File: src/spadd_pkg.sv
`timescale 1ns / 1ps
// ----------------------------------------------------------------------------
// spadd_pkg
// Shared types and codes for the sparse polynomial add/merge block.
// ----------------------------------------------------------------------------
package spadd_pkg;

  localparam logic [1:0] OP_LOAD_FIRST  = 2'd0;
  localparam logic [1:0] OP_LOAD_SECOND = 2'd1;
  localparam logic [1:0] OP_START       = 2'd2;

  typedef struct packed {
    logic [1:0]         op;
    logic signed [15:0] coeff;
    logic [15:0]        expo;
  } in_t;

  typedef struct packed {
    logic signed [16:0] sum_coeff;
    logic [15:0]        term_expo;
    logic               has_term;
    logic               last;
  } out_t;

  // One stored term, coefficient in the upper half
  typedef struct packed {
    logic signed [15:0] coeff;
    logic [15:0]        expo;
  } term_t;

  // Decision of the merge unit for one step
  typedef struct packed {
    logic               take_first;
    logic               take_second;
    logic signed [16:0] sum_coeff;
    logic [15:0]        term_expo;
  } merge_t;

endpackage

File: src/sparse_poly_add_merge.sv
`timescale 1ns / 1ps
// ----------------------------------------------------------------------------
// sparse_poly_add_merge
// Adds two sparse polynomials by a sorted merge of two term stores.
// ----------------------------------------------------------------------------
// Input channel (in_valid/in_ready/in_data): a load beat (op 0 or 1) writes a
// term into the first or second store; loads beyond MAX_TERMS
// are dropped, op 3 is ignored. A start beat (op 2) runs the merge, during
// which in_ready is low.
// Output channel (out_valid/out_ready/out_data): one beat per merged term,
// largest exponent first, ties summed; the final beat carries last. With both
// stores empty a single beat goes out with has_term low.
// Sequence: each result goes through a store read (S_FETCH), then a
// compare/add through the shared merge unit (S_MERGE). The result sits
// in an output register: a stall on out_ready holds the sequencer before the
// next compare. Both stores are empty once the last beat is produced.
// Reset clears the counts, pointers, sequencer and output valid; store
// contents are not cleared.
// ----------------------------------------------------------------------------
module sparse_poly_add_merge #(
  parameter int MAX_TERMS = 32
) (
  input  logic              clk,
  input  logic              rst,
  input  logic              in_valid,
  output logic              in_ready,
  input  spadd_pkg::in_t    in_data,
  output logic              out_valid,
  input  logic              out_ready,
  output spadd_pkg::out_t   out_data
);

  localparam int CW = $clog2(MAX_TERMS + 1);
  localparam int AW = (MAX_TERMS > 1) ? $clog2(MAX_TERMS) : 1;

  localparam logic [1:0] S_IDLE  = 2'd0;
  localparam logic [1:0] S_FETCH = 2'd1;
  localparam logic [1:0] S_MERGE = 2'd2;

  logic [1:0]        state;
  logic [CW-1:0]     count_first;
  logic [CW-1:0]     count_second;
  logic [CW-1:0]     read_ptr_first;
  logic [CW-1:0]     read_ptr_second;
  logic [CW-1:0]     read_ptr_first_next;
  logic [CW-1:0]     read_ptr_second_next;

  logic              in_beat;
  logic              load_first;
  logic              load_second;
  logic              start;
  logic              have_first;
  logic              have_second;
  logic              out_free;
  logic              done;
  spadd_pkg::term_t  wr_term;
  spadd_pkg::term_t  rd_first;
  spadd_pkg::term_t  rd_second;
  spadd_pkg::merge_t res;

  assign in_ready    = (state == S_IDLE);
  assign in_beat     = in_valid && in_ready;
  assign load_first  = in_beat && (in_data.op == spadd_pkg::OP_LOAD_FIRST)
                       && (count_first < CW'(MAX_TERMS));
  assign load_second = in_beat && (in_data.op == spadd_pkg::OP_LOAD_SECOND)
                       && (count_second < CW'(MAX_TERMS));
  assign start       = in_beat && (in_data.op == spadd_pkg::OP_START);

  assign wr_term.coeff = in_data.coeff;
  assign wr_term.expo  = in_data.expo;

  assign have_first  = read_ptr_first  < count_first;
  assign have_second = read_ptr_second < count_second;

  spadd_store #(.DEPTH(MAX_TERMS), .AW(AW)) u_store_first (
    .clk     (clk),
    .wr_en   (load_first),
    .wr_addr (count_first[AW-1:0]),
    .wr_data (wr_term),
    .rd_en   ((state == S_FETCH) && have_first),
    .rd_addr (read_ptr_first[AW-1:0]),
    .rd_data (rd_first)
  );

  spadd_store #(.DEPTH(MAX_TERMS), .AW(AW)) u_store_second (
    .clk     (clk),
    .wr_en   (load_second),
    .wr_addr (count_second[AW-1:0]),
    .wr_data (wr_term),
    .rd_en   ((state == S_FETCH) && have_second),
    .rd_addr (read_ptr_second[AW-1:0]),
    .rd_data (rd_second)
  );

  spadd_merge_unit u_merge (
    .have_first  (have_first),
    .have_second (have_second),
    .first       (rd_first),
    .second      (rd_second),
    .res         (res)
  );

  assign read_ptr_first_next  = read_ptr_first  + CW'(res.take_first);
  assign read_ptr_second_next = read_ptr_second + CW'(res.take_second);
  assign done     = !(read_ptr_first_next < count_first)
                    && !(read_ptr_second_next < count_second);
  assign out_free = !out_valid || out_ready;

  always_ff @(posedge clk) begin
    if (rst) begin
      state           <= S_IDLE;
      count_first     <= '0;
      count_second    <= '0;
      read_ptr_first  <= '0;
      read_ptr_second <= '0;
      out_valid       <= 1'b0;
    end else begin
      case (state)
        S_IDLE: begin
          if (load_first) begin
            count_first <= count_first + CW'(1);
          end
          if (load_second) begin
            count_second <= count_second + CW'(1);
          end
          if (start) begin
            read_ptr_first  <= '0;
            read_ptr_second <= '0;
            state           <= S_FETCH;
          end
        end
        S_FETCH: begin
          state <= S_MERGE;
        end
        S_MERGE: begin
          // hold until the output register can take the next beat
          if (out_free) begin
            if (done) begin
              count_first     <= '0;
              count_second    <= '0;
              read_ptr_first  <= '0;
              read_ptr_second <= '0;
              state           <= S_IDLE;
            end else begin
              read_ptr_first  <= read_ptr_first_next;
              read_ptr_second <= read_ptr_second_next;
              state           <= S_FETCH;
            end
          end
        end
        default: begin
          state <= S_IDLE;
        end
      endcase
      if ((state == S_MERGE) && out_free) begin
        out_valid <= 1'b1;
      end else if (out_ready) begin
        out_valid <= 1'b0;
      end
    end
  end

  always_ff @(posedge clk) begin
    if ((state == S_MERGE) && out_free) begin
      out_data.sum_coeff <= res.sum_coeff;
      out_data.term_expo <= res.term_expo;
      out_data.has_term  <= res.take_first || res.take_second;
      out_data.last      <= done;
    end
  end

endmodule

File: src/spadd_store.sv
`timescale 1ns / 1ps
// ----------------------------------------------------------------------------
// spadd_store
// Term store: one write port, one read port with registered read data.
// ----------------------------------------------------------------------------
module spadd_store #(
  parameter int DEPTH = 32,
  parameter int AW    = 5
) (
  input  logic              clk,
  input  logic              wr_en,
  input  logic [AW-1:0]     wr_addr,
  input  spadd_pkg::term_t  wr_data,
  input  logic              rd_en,
  input  logic [AW-1:0]     rd_addr,
  output spadd_pkg::term_t  rd_data
);

  spadd_pkg::term_t mem [DEPTH];

  always_ff @(posedge clk) begin
    if (wr_en) begin
      mem[wr_addr] <= wr_data;
    end
  end

  always_ff @(posedge clk) begin
    if (rd_en) begin
      rd_data <= mem[rd_addr];
    end
  end

endmodule

File: src/spadd_merge_unit.sv
`timescale 1ns / 1ps
// ----------------------------------------------------------------------------
// spadd_merge_unit
// Shared compare/add step: picks the larger exponent, sums on a tie.
// ----------------------------------------------------------------------------
module spadd_merge_unit (
  input  logic              have_first,
  input  logic              have_second,
  input  spadd_pkg::term_t  first,
  input  spadd_pkg::term_t  second,
  output spadd_pkg::merge_t res
);

  logic               a_gt;
  logic               a_lt;
  logic signed [16:0] ca;
  logic signed [16:0] cb;

  assign a_gt = first.expo > second.expo;
  assign a_lt = first.expo < second.expo;

  always_comb begin
    res.take_first  = have_first  && (!have_second || !a_lt);
    res.take_second = have_second && (!have_first  || !a_gt);
    // zero the operand that is not taken so one adder covers all cases
    ca = res.take_first  ? {first.coeff[15], first.coeff}   : 17'sd0;
    cb = res.take_second ? {second.coeff[15], second.coeff} : 17'sd0;
    res.sum_coeff = ca + cb;
    if (res.take_first) begin
      res.term_expo = first.expo;
    end else if (res.take_second) begin
      res.term_expo = second.expo;
    end else begin
      res.term_expo = '0;
    end
  end

endmodule

File: config.mk
export PLATFORM = sky130hd
export DESIGN_NAME = sparse_poly_add_merge
export DESIGN_NICKNAME = d
export VERILOG_FILES = /design/src/spadd_pkg.sv /design/src/sparse_poly_add_merge.sv /design/src/spadd_store.sv /design/src/spadd_merge_unit.sv
export SDC_FILE = /design/constraint.sdc
export NUM_CORES = 2
export LEC_CHECK = 0
export BUFFER_PORTS_ARGS = -buffer_cell sky130_fd_sc_hd__buf_4
export CAP_MARGIN = 20
export CORE_UTILIZATION = 30
export DETAILED_ROUTE_END_ITERATION = 8
export SYNTH_ARGS = -nofsm -noshare
export SYNTH_HDL_FRONTEND = slang
export SYNTH_SLANG_ARGS = --single-unit
File: constraint.sdc
create_clock -name clk -period 4.4 [get_ports clk]
set_input_delay 0 -clock clk [delete_from_list [all_inputs] [get_ports clk]]
set_output_delay 0 -clock clk [all_outputs]
set_load 0.005 [all_outputs]
**Word-level counts from Yosys, hierarchy flattened**

Memories as Yosys holds them, arrays and structs flattened. A register that Yosys moved wholly into a read port is not among the register bits.
Cells that the tools add are included.

- Memories kept: 2
- Memory bits (writable): 2048
- Memory bits (read-only): 0
- Logic and storage cells: 92
- Bits in latches: 0
- Input bits: 38
- Output and inout port bits: 37
- Register bits: 62

Memory list:

| memory | words | bits a word | read ports | clocked after memory_dff | write ports | line | RTL |
|---|---|---|---|---|---|---|---|
| u_store_first.mem | 32 | 32 | 1 | 1 | 1 | spadd_store.sv:19 | `spadd_pkg::term_t mem [DEPTH];` |
| u_store_second.mem | 32 | 32 | 1 | 1 | 1 | spadd_store.sv:19 |  |

- Magnitude comparators: 8
- Shift operators: 0
- Reductions and logical operators: 31
- Bitwise logic cells: 0
- Mux-type cells: 27
- Add/subtract/negate cells: 5
- Divide/modulo/power cells: 0
- Eq/ne operators: 9
- Multiply operators: 0

Operator list:

| kind | count |
|---|---|
| 6-bit two-way mux | 9 |
| 6-bit one-hot mux with 2 select lines | 4 |
| 17-bit two-way mux | 2 |
| 16-bit two-way mux | 2 |
| 6-bit less-than comparator | 4 |
| 17-bit adder | 1 |
| 16-bit > comparator | 1 |
| 16-bit less-than comparator | 1 |
| 6-bit by 1-bit adder with 6-bit output | 2 |
| 6-bit by 1-bit adder with 6-bit output, second input constant | 2 |
| 1-bit logical AND | 12 |
| 6-bit less-than comparator, second input constant | 2 |
| 4-bit AND reduction | 2 |
| 1-bit zero test | 7 |
| 1-bit two-way mux | 7 |
| 2-bit by 1-bit inequality test with 1-bit output, second input constant | 3 |
| 2-bit one-hot mux with 3 select lines | 1 |
| 2-bit by 1-bit equality test with 1-bit output, second input constant | 2 |
| 2-bit equality test, second input constant | 2 |
| 2-bit zero test | 2 |
| 1-bit logical OR | 4 |
| 2-bit two-way mux | 2 |
| 2-bit inequality test, second input constant | 2 |
| 2-bit nonzero test | 2 |
| other kinds (2) | 2 |

**Logic depth before layout (Yosys ltp)**

- Word-level depth: 11
- Mapped depth: 21

**Modules after synthesis**

A second synthesis with hierarchy kept.

- Cells, all modules: 5007
- Area total of the unflattened synthesis: 86163.9 µm²

Modules (own cells, without submodules):

| module | cells each | seq. area each (µm²) | times used | area each (µm²) |
|---|---|---|---|---|
| spadd_store | 2260 | 31710.4 | 2 | 40805.4 |
| sparse_poly_add_merge | 276 | 1591.5 | 1 | 3025.4 |
| spadd_merge_unit | 211 | 0.0 | 1 | 1527.7 |

**Worst setup path before layout**

No wires, ideal clock.

- Path type: reg-to-reg
- Start point: reg, netlist name u_store_first.rd_data[13]
- End point: reg read_ptr_first[2]
- Path buffers: 2
- Path slack: -14 ps
- Setup time: 72 ps
- Arrival: 4342 ps
- Cell stages (with the launch flop): 20
- Required time: 4328 ps
- Cells stage by stage: edfxtp_1 -> ha_1 -> a21o_1 -> a21o_1 -> a2111oi_0 -> a31oi_1 -> a21oi_2 -> buf_2 -> ha_1 -> ha_1 -> nand3_1 -> xnor2_1 -> ha_1 -> a21o_1 -> a21oi_1 -> o21ai_1 -> a21oi_1 -> clkbuf_1 -> nand4b_1 -> a21oi_1

- Cells in the longest elaborated chain, start to end: 11

RTL lines:

| element | line | RTL |
|---|---|---|
| 16-bit less-than comparator or 16-bit > comparator (tied branches) | spadd_merge_unit.sv:20, spadd_merge_unit.sv:19 |  |
| 1-bit zero test, on equally long branches | spadd_merge_unit.sv:23, spadd_merge_unit.sv:24 |  |
| 1-bit logical OR, on equally long branches | spadd_merge_unit.sv:23, spadd_merge_unit.sv:24 |  |
| 1-bit logical AND, on equally long branches | spadd_merge_unit.sv:23, spadd_merge_unit.sv:24 |  |
| 6-bit by 1-bit adder with 6-bit output, on equally long branches | sparse_poly_add_merge.sv:103, sparse_poly_add_merge.sv:104 |  |
| 6-bit less-than comparator, on equally long branches | sparse_poly_add_merge.sv:105, sparse_poly_add_merge.sv:106 |  |
| 1-bit zero test, on equally long branches | sparse_poly_add_merge.sv:105, sparse_poly_add_merge.sv:106 |  |
| 1-bit logical AND | sparse_poly_add_merge.sv:106 | `&& !(read_ptr_second_next < count_second);` |
| 6-bit two-way mux (*) | sparse_poly_add_merge.sv:138 | `if (done) begin` |
| 6-bit two-way mux (*) | sparse_poly_add_merge.sv:137 | `if (out_free) begin` |
| 6-bit one-hot mux with 2 select lines (*) | sparse_poly_add_merge.sv:118 | `case (state)` |
| to (signal assigned) | sparse_poly_add_merge.sv:145 | `read_ptr_first <= read_ptr_first_next;` |
| to (decl) | sparse_poly_add_merge.sv:43 | `logic [CW-1:0] read_ptr_first;` |

Mark *: on every way between the ends. The rest lies on a longest branch, timed or not. The select of a mux whose other input is x is not followed.
A chain may end at the register's enable or synchronous reset.

**Worst setup path after layout**

- Start point: reg, netlist name u_store_first.rd_data[15]
- End point: reg count_first[3]

- Cells in the longest elaborated chain, start to end: 10

RTL lines:

| element | line | RTL |
|---|---|---|
| 16-bit less-than comparator or 16-bit > comparator (tied branches) | spadd_merge_unit.sv:20, spadd_merge_unit.sv:19 |  |
| 1-bit zero test, on equally long branches | spadd_merge_unit.sv:23, spadd_merge_unit.sv:24 |  |
| 1-bit logical OR, on equally long branches | spadd_merge_unit.sv:23, spadd_merge_unit.sv:24 |  |
| 1-bit logical AND, on equally long branches | spadd_merge_unit.sv:23, spadd_merge_unit.sv:24 |  |
| 6-bit by 1-bit adder with 6-bit output, on equally long branches | sparse_poly_add_merge.sv:103, sparse_poly_add_merge.sv:104 |  |
| 6-bit less-than comparator, on equally long branches | sparse_poly_add_merge.sv:105, sparse_poly_add_merge.sv:106 |  |
| 1-bit zero test, on equally long branches | sparse_poly_add_merge.sv:105, sparse_poly_add_merge.sv:106 |  |
| 1-bit logical AND (*) | sparse_poly_add_merge.sv:106 |  |
| 2-bit inequality test (no source line) (*) | n/a |  |
| 4-bit AND reduction (no source line) (*) | n/a |  |
| to (signal assigned) | sparse_poly_add_merge.sv:121 | `count_first <= count_first + CW'(1);` |
| to (decl) | sparse_poly_add_merge.sv:41 | `logic [CW-1:0] count_first;` |

Mark *: on every way between the ends. The rest lies on a longest branch, timed or not.

==> qor.txt <==
Final Skew -> 0.0309 ns
Reg power frac -> 0.558
Grt met3 use -> 0.0267
Multi-input logic area -> 18800 um^2
Design area -> 98000 um^2
Worst path cell trace -> ha_1, nand4_1, nor4_4, a21bo_2, buf_4, nand3_1, o21ba_4, ha_4, ha_2, nand3_2, xnor2_2, ha_1, o211ai_1, o21ai_2, a21oi_2, buf_4, or4_1, a21oi_1
TritonCTS Buffers -> 200
Max Clk Rate -> 0.236 GHz
Largest net degree at the start of global routing -> 134
Die Y -> 531 um
Worst-path maximum fanout -> 6
Sequential share of the synthesized area -> 0.773
Worst-path clk slew -> 0.06 ns
FP Rows -> 194
DRC -> 0
P per Cell Area -> 416 nW/um^2
Synth Instances -> 3557
Post-synth EDFFs -> 2147
Comb pwr share -> 0.016
First-pass GRT wire length -> 302000 um
Most frequent cells in the layout -> 2147 x edfxtp_1, 630 x mux4_2, 206 x buf_4, 202 x clkbuf_16, 67 x nor2_4
Share of cells above drive strength 1 -> 0.331
M1 GR Usage -> 0.202
Async S/R FF share, synth -> 0
Synth warn -> 0
Met2 Usage GRT -> 0.244
Leading cell type in the layout, fill and taps excluded -> edfxtp_1
Sw Ratio -> 0.199
Final setup fails -> 0
Int Pwr -> 32.7 mW
Leak -> 29.3 nW
Gr usage total -> 0.149
Hold Crit Class -> primary input to register
Max H-tree Level -> 4
Buffers on Ports -> 74
Die Footprint -> 282000 um^2
Later-pin clock latency in the skew report -> 0.85 ns
Setup WS pre-CTS -> -0.0387 ns
Final Cycle Share -> 0.961
Cell Area, Synth -> 84100 um^2
Cell family with most CP delay -> simple AND/OR/NAND/NOR gates
Period minus WS final -> 4.23 ns
TritonRoute pass-1 iters -> 5
Initial antenna violation count -> 20
Synth Register Bits -> 2174
GR peak layer -> met2
GR Overflow Total -> 0
Worst setup margin -> 0.171 ns
Detailed Place HPWL -> 121000 um
Max VDD drop -> 0.382 mV
Yosys cell types -> 59
WL final -> 214000 um
Critical Path Source Type -> register
Setup Crit Path Kind -> register to register
Placed Cells -> 7353
Buf/Inv on CP -> 2
P&R area growth vs syn -> 16.5%
WL/cell -> 27.5 um
Via count -> 38910
RSZ-0062 raised after global routing -> true
Slowest CP cell -> or4_1
Pins over their slew limit -> 0
Crit path required time -> 5.18 ns
Sequential Area -> 65000 um^2
Gpl congestion -> 0.840
CTS tree -> yes
Mapped Avg Cell Area -> 23.6 um^2
Syn nets -> 3660
Most common flop cell mapped by yosys -> edfxtp_1
Number of global-route vias before repair -> 39792
Least-Margin Pin Slew -> 1.06 ns
Crit. Startpoint -> u_store_first.rd_data[15]$_DFFE_PP_
ANT nets after route -> 0
Root Buffer -> clkbuf_16
FILL cells -> 25523
CTS Sinks -> 2174
Hold_sp -> out_ready
DR iter-0 viols -> 3911
CP peak stage delay -> 0.50 ns
Non-filler instance count after layout -> 7781
Switch Pwr -> 8.13 mW
Placed instance area -> 90800 um^2
Max_cap viols -> 0
Reg2reg start -> u_store_first.rd_data[15]$_DFFE_PP_
Overall die width -> 531 um
Critical path arrival -> 5.01 ns
Final Hold Viols -> 0
Core region area -> 279000 um^2
Ports placed on the boundary -> 75
Nets -> 3978
Via-to-Cell Ratio -> 5.00
Worst slew margin -> 0.292
Clock network power share -> 0.426
Critical path endpoint category -> register
Starting Density -> 0.301
Maximum buffer depth of the clock tree -> 3
Status -> finished clean
power groups by stage:
stage	clock network [mW]	logic [mW]	registers, mW
2_1_floorplan	0	0.145	23.2
3_3_place_gp	0	0.589	23.2
3_5_place_dp	0	0.616	23.2
4_1_cts	17.7	0.654	22.8
5_1_grt	18.5	0.694	22.8
6_report	17.4	0.645	22.8
cells by family (layout without fill, tap and decap cells):
group                      count (synthesis)  after routing  synth area share
adders and majority gates                 65             65           0.00976
buffers and inverters                    202            694            0.0110
and+or+nand+nor                          244            244            0.0139
other                                      0              8                 0
xor gates and xnor gates                  20             20           0.00208
muxes                                    704            704             0.178
AOI/OAI and AO/OA                        148            148            0.0117
DFF                                     2174           2174             0.773
Yosys cell counts, types with 3 or more instances:
library cell  instances  share of area
mux4_2              630           0.17
a31oi_1               6        0.00045
xnor2_1              14         0.0015
a211oi_1              8        0.00071
o221ai_1              8        0.00083
nand2_1              45         0.0020
a21o_1               12         0.0011
nor2b_1               3        0.00022
a22o_1               16         0.0017
buf_1                31         0.0014
ha_1                 64         0.0095
xor2_1                6        0.00062
mux2i_1              12         0.0014
buf_6                 5        0.00067
clkbuf_1             82         0.0037
a31o_2                3        0.00031
a211o_1               3        0.00031
nand3_1              28         0.0017
mux2_2               62         0.0083
buf_4                25         0.0022
o21ai_0              22         0.0013
and2_1               35         0.0026
nand4_1               6        0.00045
and3_1                5        0.00037
nor2_1               94         0.0042
a21oi_1              46         0.0027
dfxtp_1              27         0.0064
o21ai_1               3        0.00018
nand2b_1              8        0.00060
edfxtp_1           2147           0.77
or3_1                 4        0.00030
buf_2                27         0.0016
or4_1                 3        0.00027
inv_1                30         0.0013
layer usage:
metal  wire, um  vias to the layer above
li1           -                    15895
met1      88200                    21353
met2     105000                     1361
met3      14400                      291
met4       6770                       10
met5         69                        -
tightest hold or removal path, cell delays in order:
cell,delay (ns)
dlygate4sd3_1,0.53
buf_4,0.10
nor2b_1,0.19
nand2_1,0.13
a21oi_1,0.06
stage by stage:
stage          hold slack [ns]  setup TNS (ns)   util  power (mW)
4_1_cts                  0.176               0  0.350        41.2
2_1_floorplan           0.0989               0      -        23.4
3_3_place_gp             0.406               0  0.325        23.8
5_1_grt                  0.200          -0.135  0.351        42.0
3_5_place_dp             0.417         -0.0387  0.325        23.8
6_report                 0.221               0  0.351        40.8
state kept, by name, summed over array words and instances, names as in the netlist:
register,flops
u_store_first.mem,1024
state,2
u_store_second.rd_data,32
count_first,6
out_valid,1
u_store_second.mem,1024
read_ptr_second,6
u_store_first.rd_data,32
out_data,35
count_second,6
read_ptr_first,6
path summary, 6_finish.rpt:
check                                          to  depth (start not counted)  slack [ns]
hold reg to reg   read_ptr_second[5]$_SDFFE_PP0P_                          2        0.50
setup / recovery      count_first[3]$_SDFFE_PP0P_                         18        0.17
setup reg to reg      count_first[3]$_SDFFE_PP0P_                         18        0.17
hold / removal              state[1]$_SDFFE_PP0P_                          5        0.22
layout make-up:
type                            count  share of cell area
Antenna cell                        8            0.000204
Clock buffer                      239              0.0530
Clock inverter                    137              0.0139
Inverter                           32             0.00128
Multi-Input combinational cell   1181               0.192
Sequential cell                  2174               0.664
Tap cell                         3724              0.0475
Timing Repair Buffer              286              0.0282
what timing repair did:
action,4_1_cts,5_1_grt
hold buffers,39,0
endpoints found under the hold margin,2080,0
setup buffers,1,3
pin swaps,1,16
setup endpoints to repair,6,32
gates cloned,0,0
gates resized for setup,5,27
(Power assumes the default switching activity.)
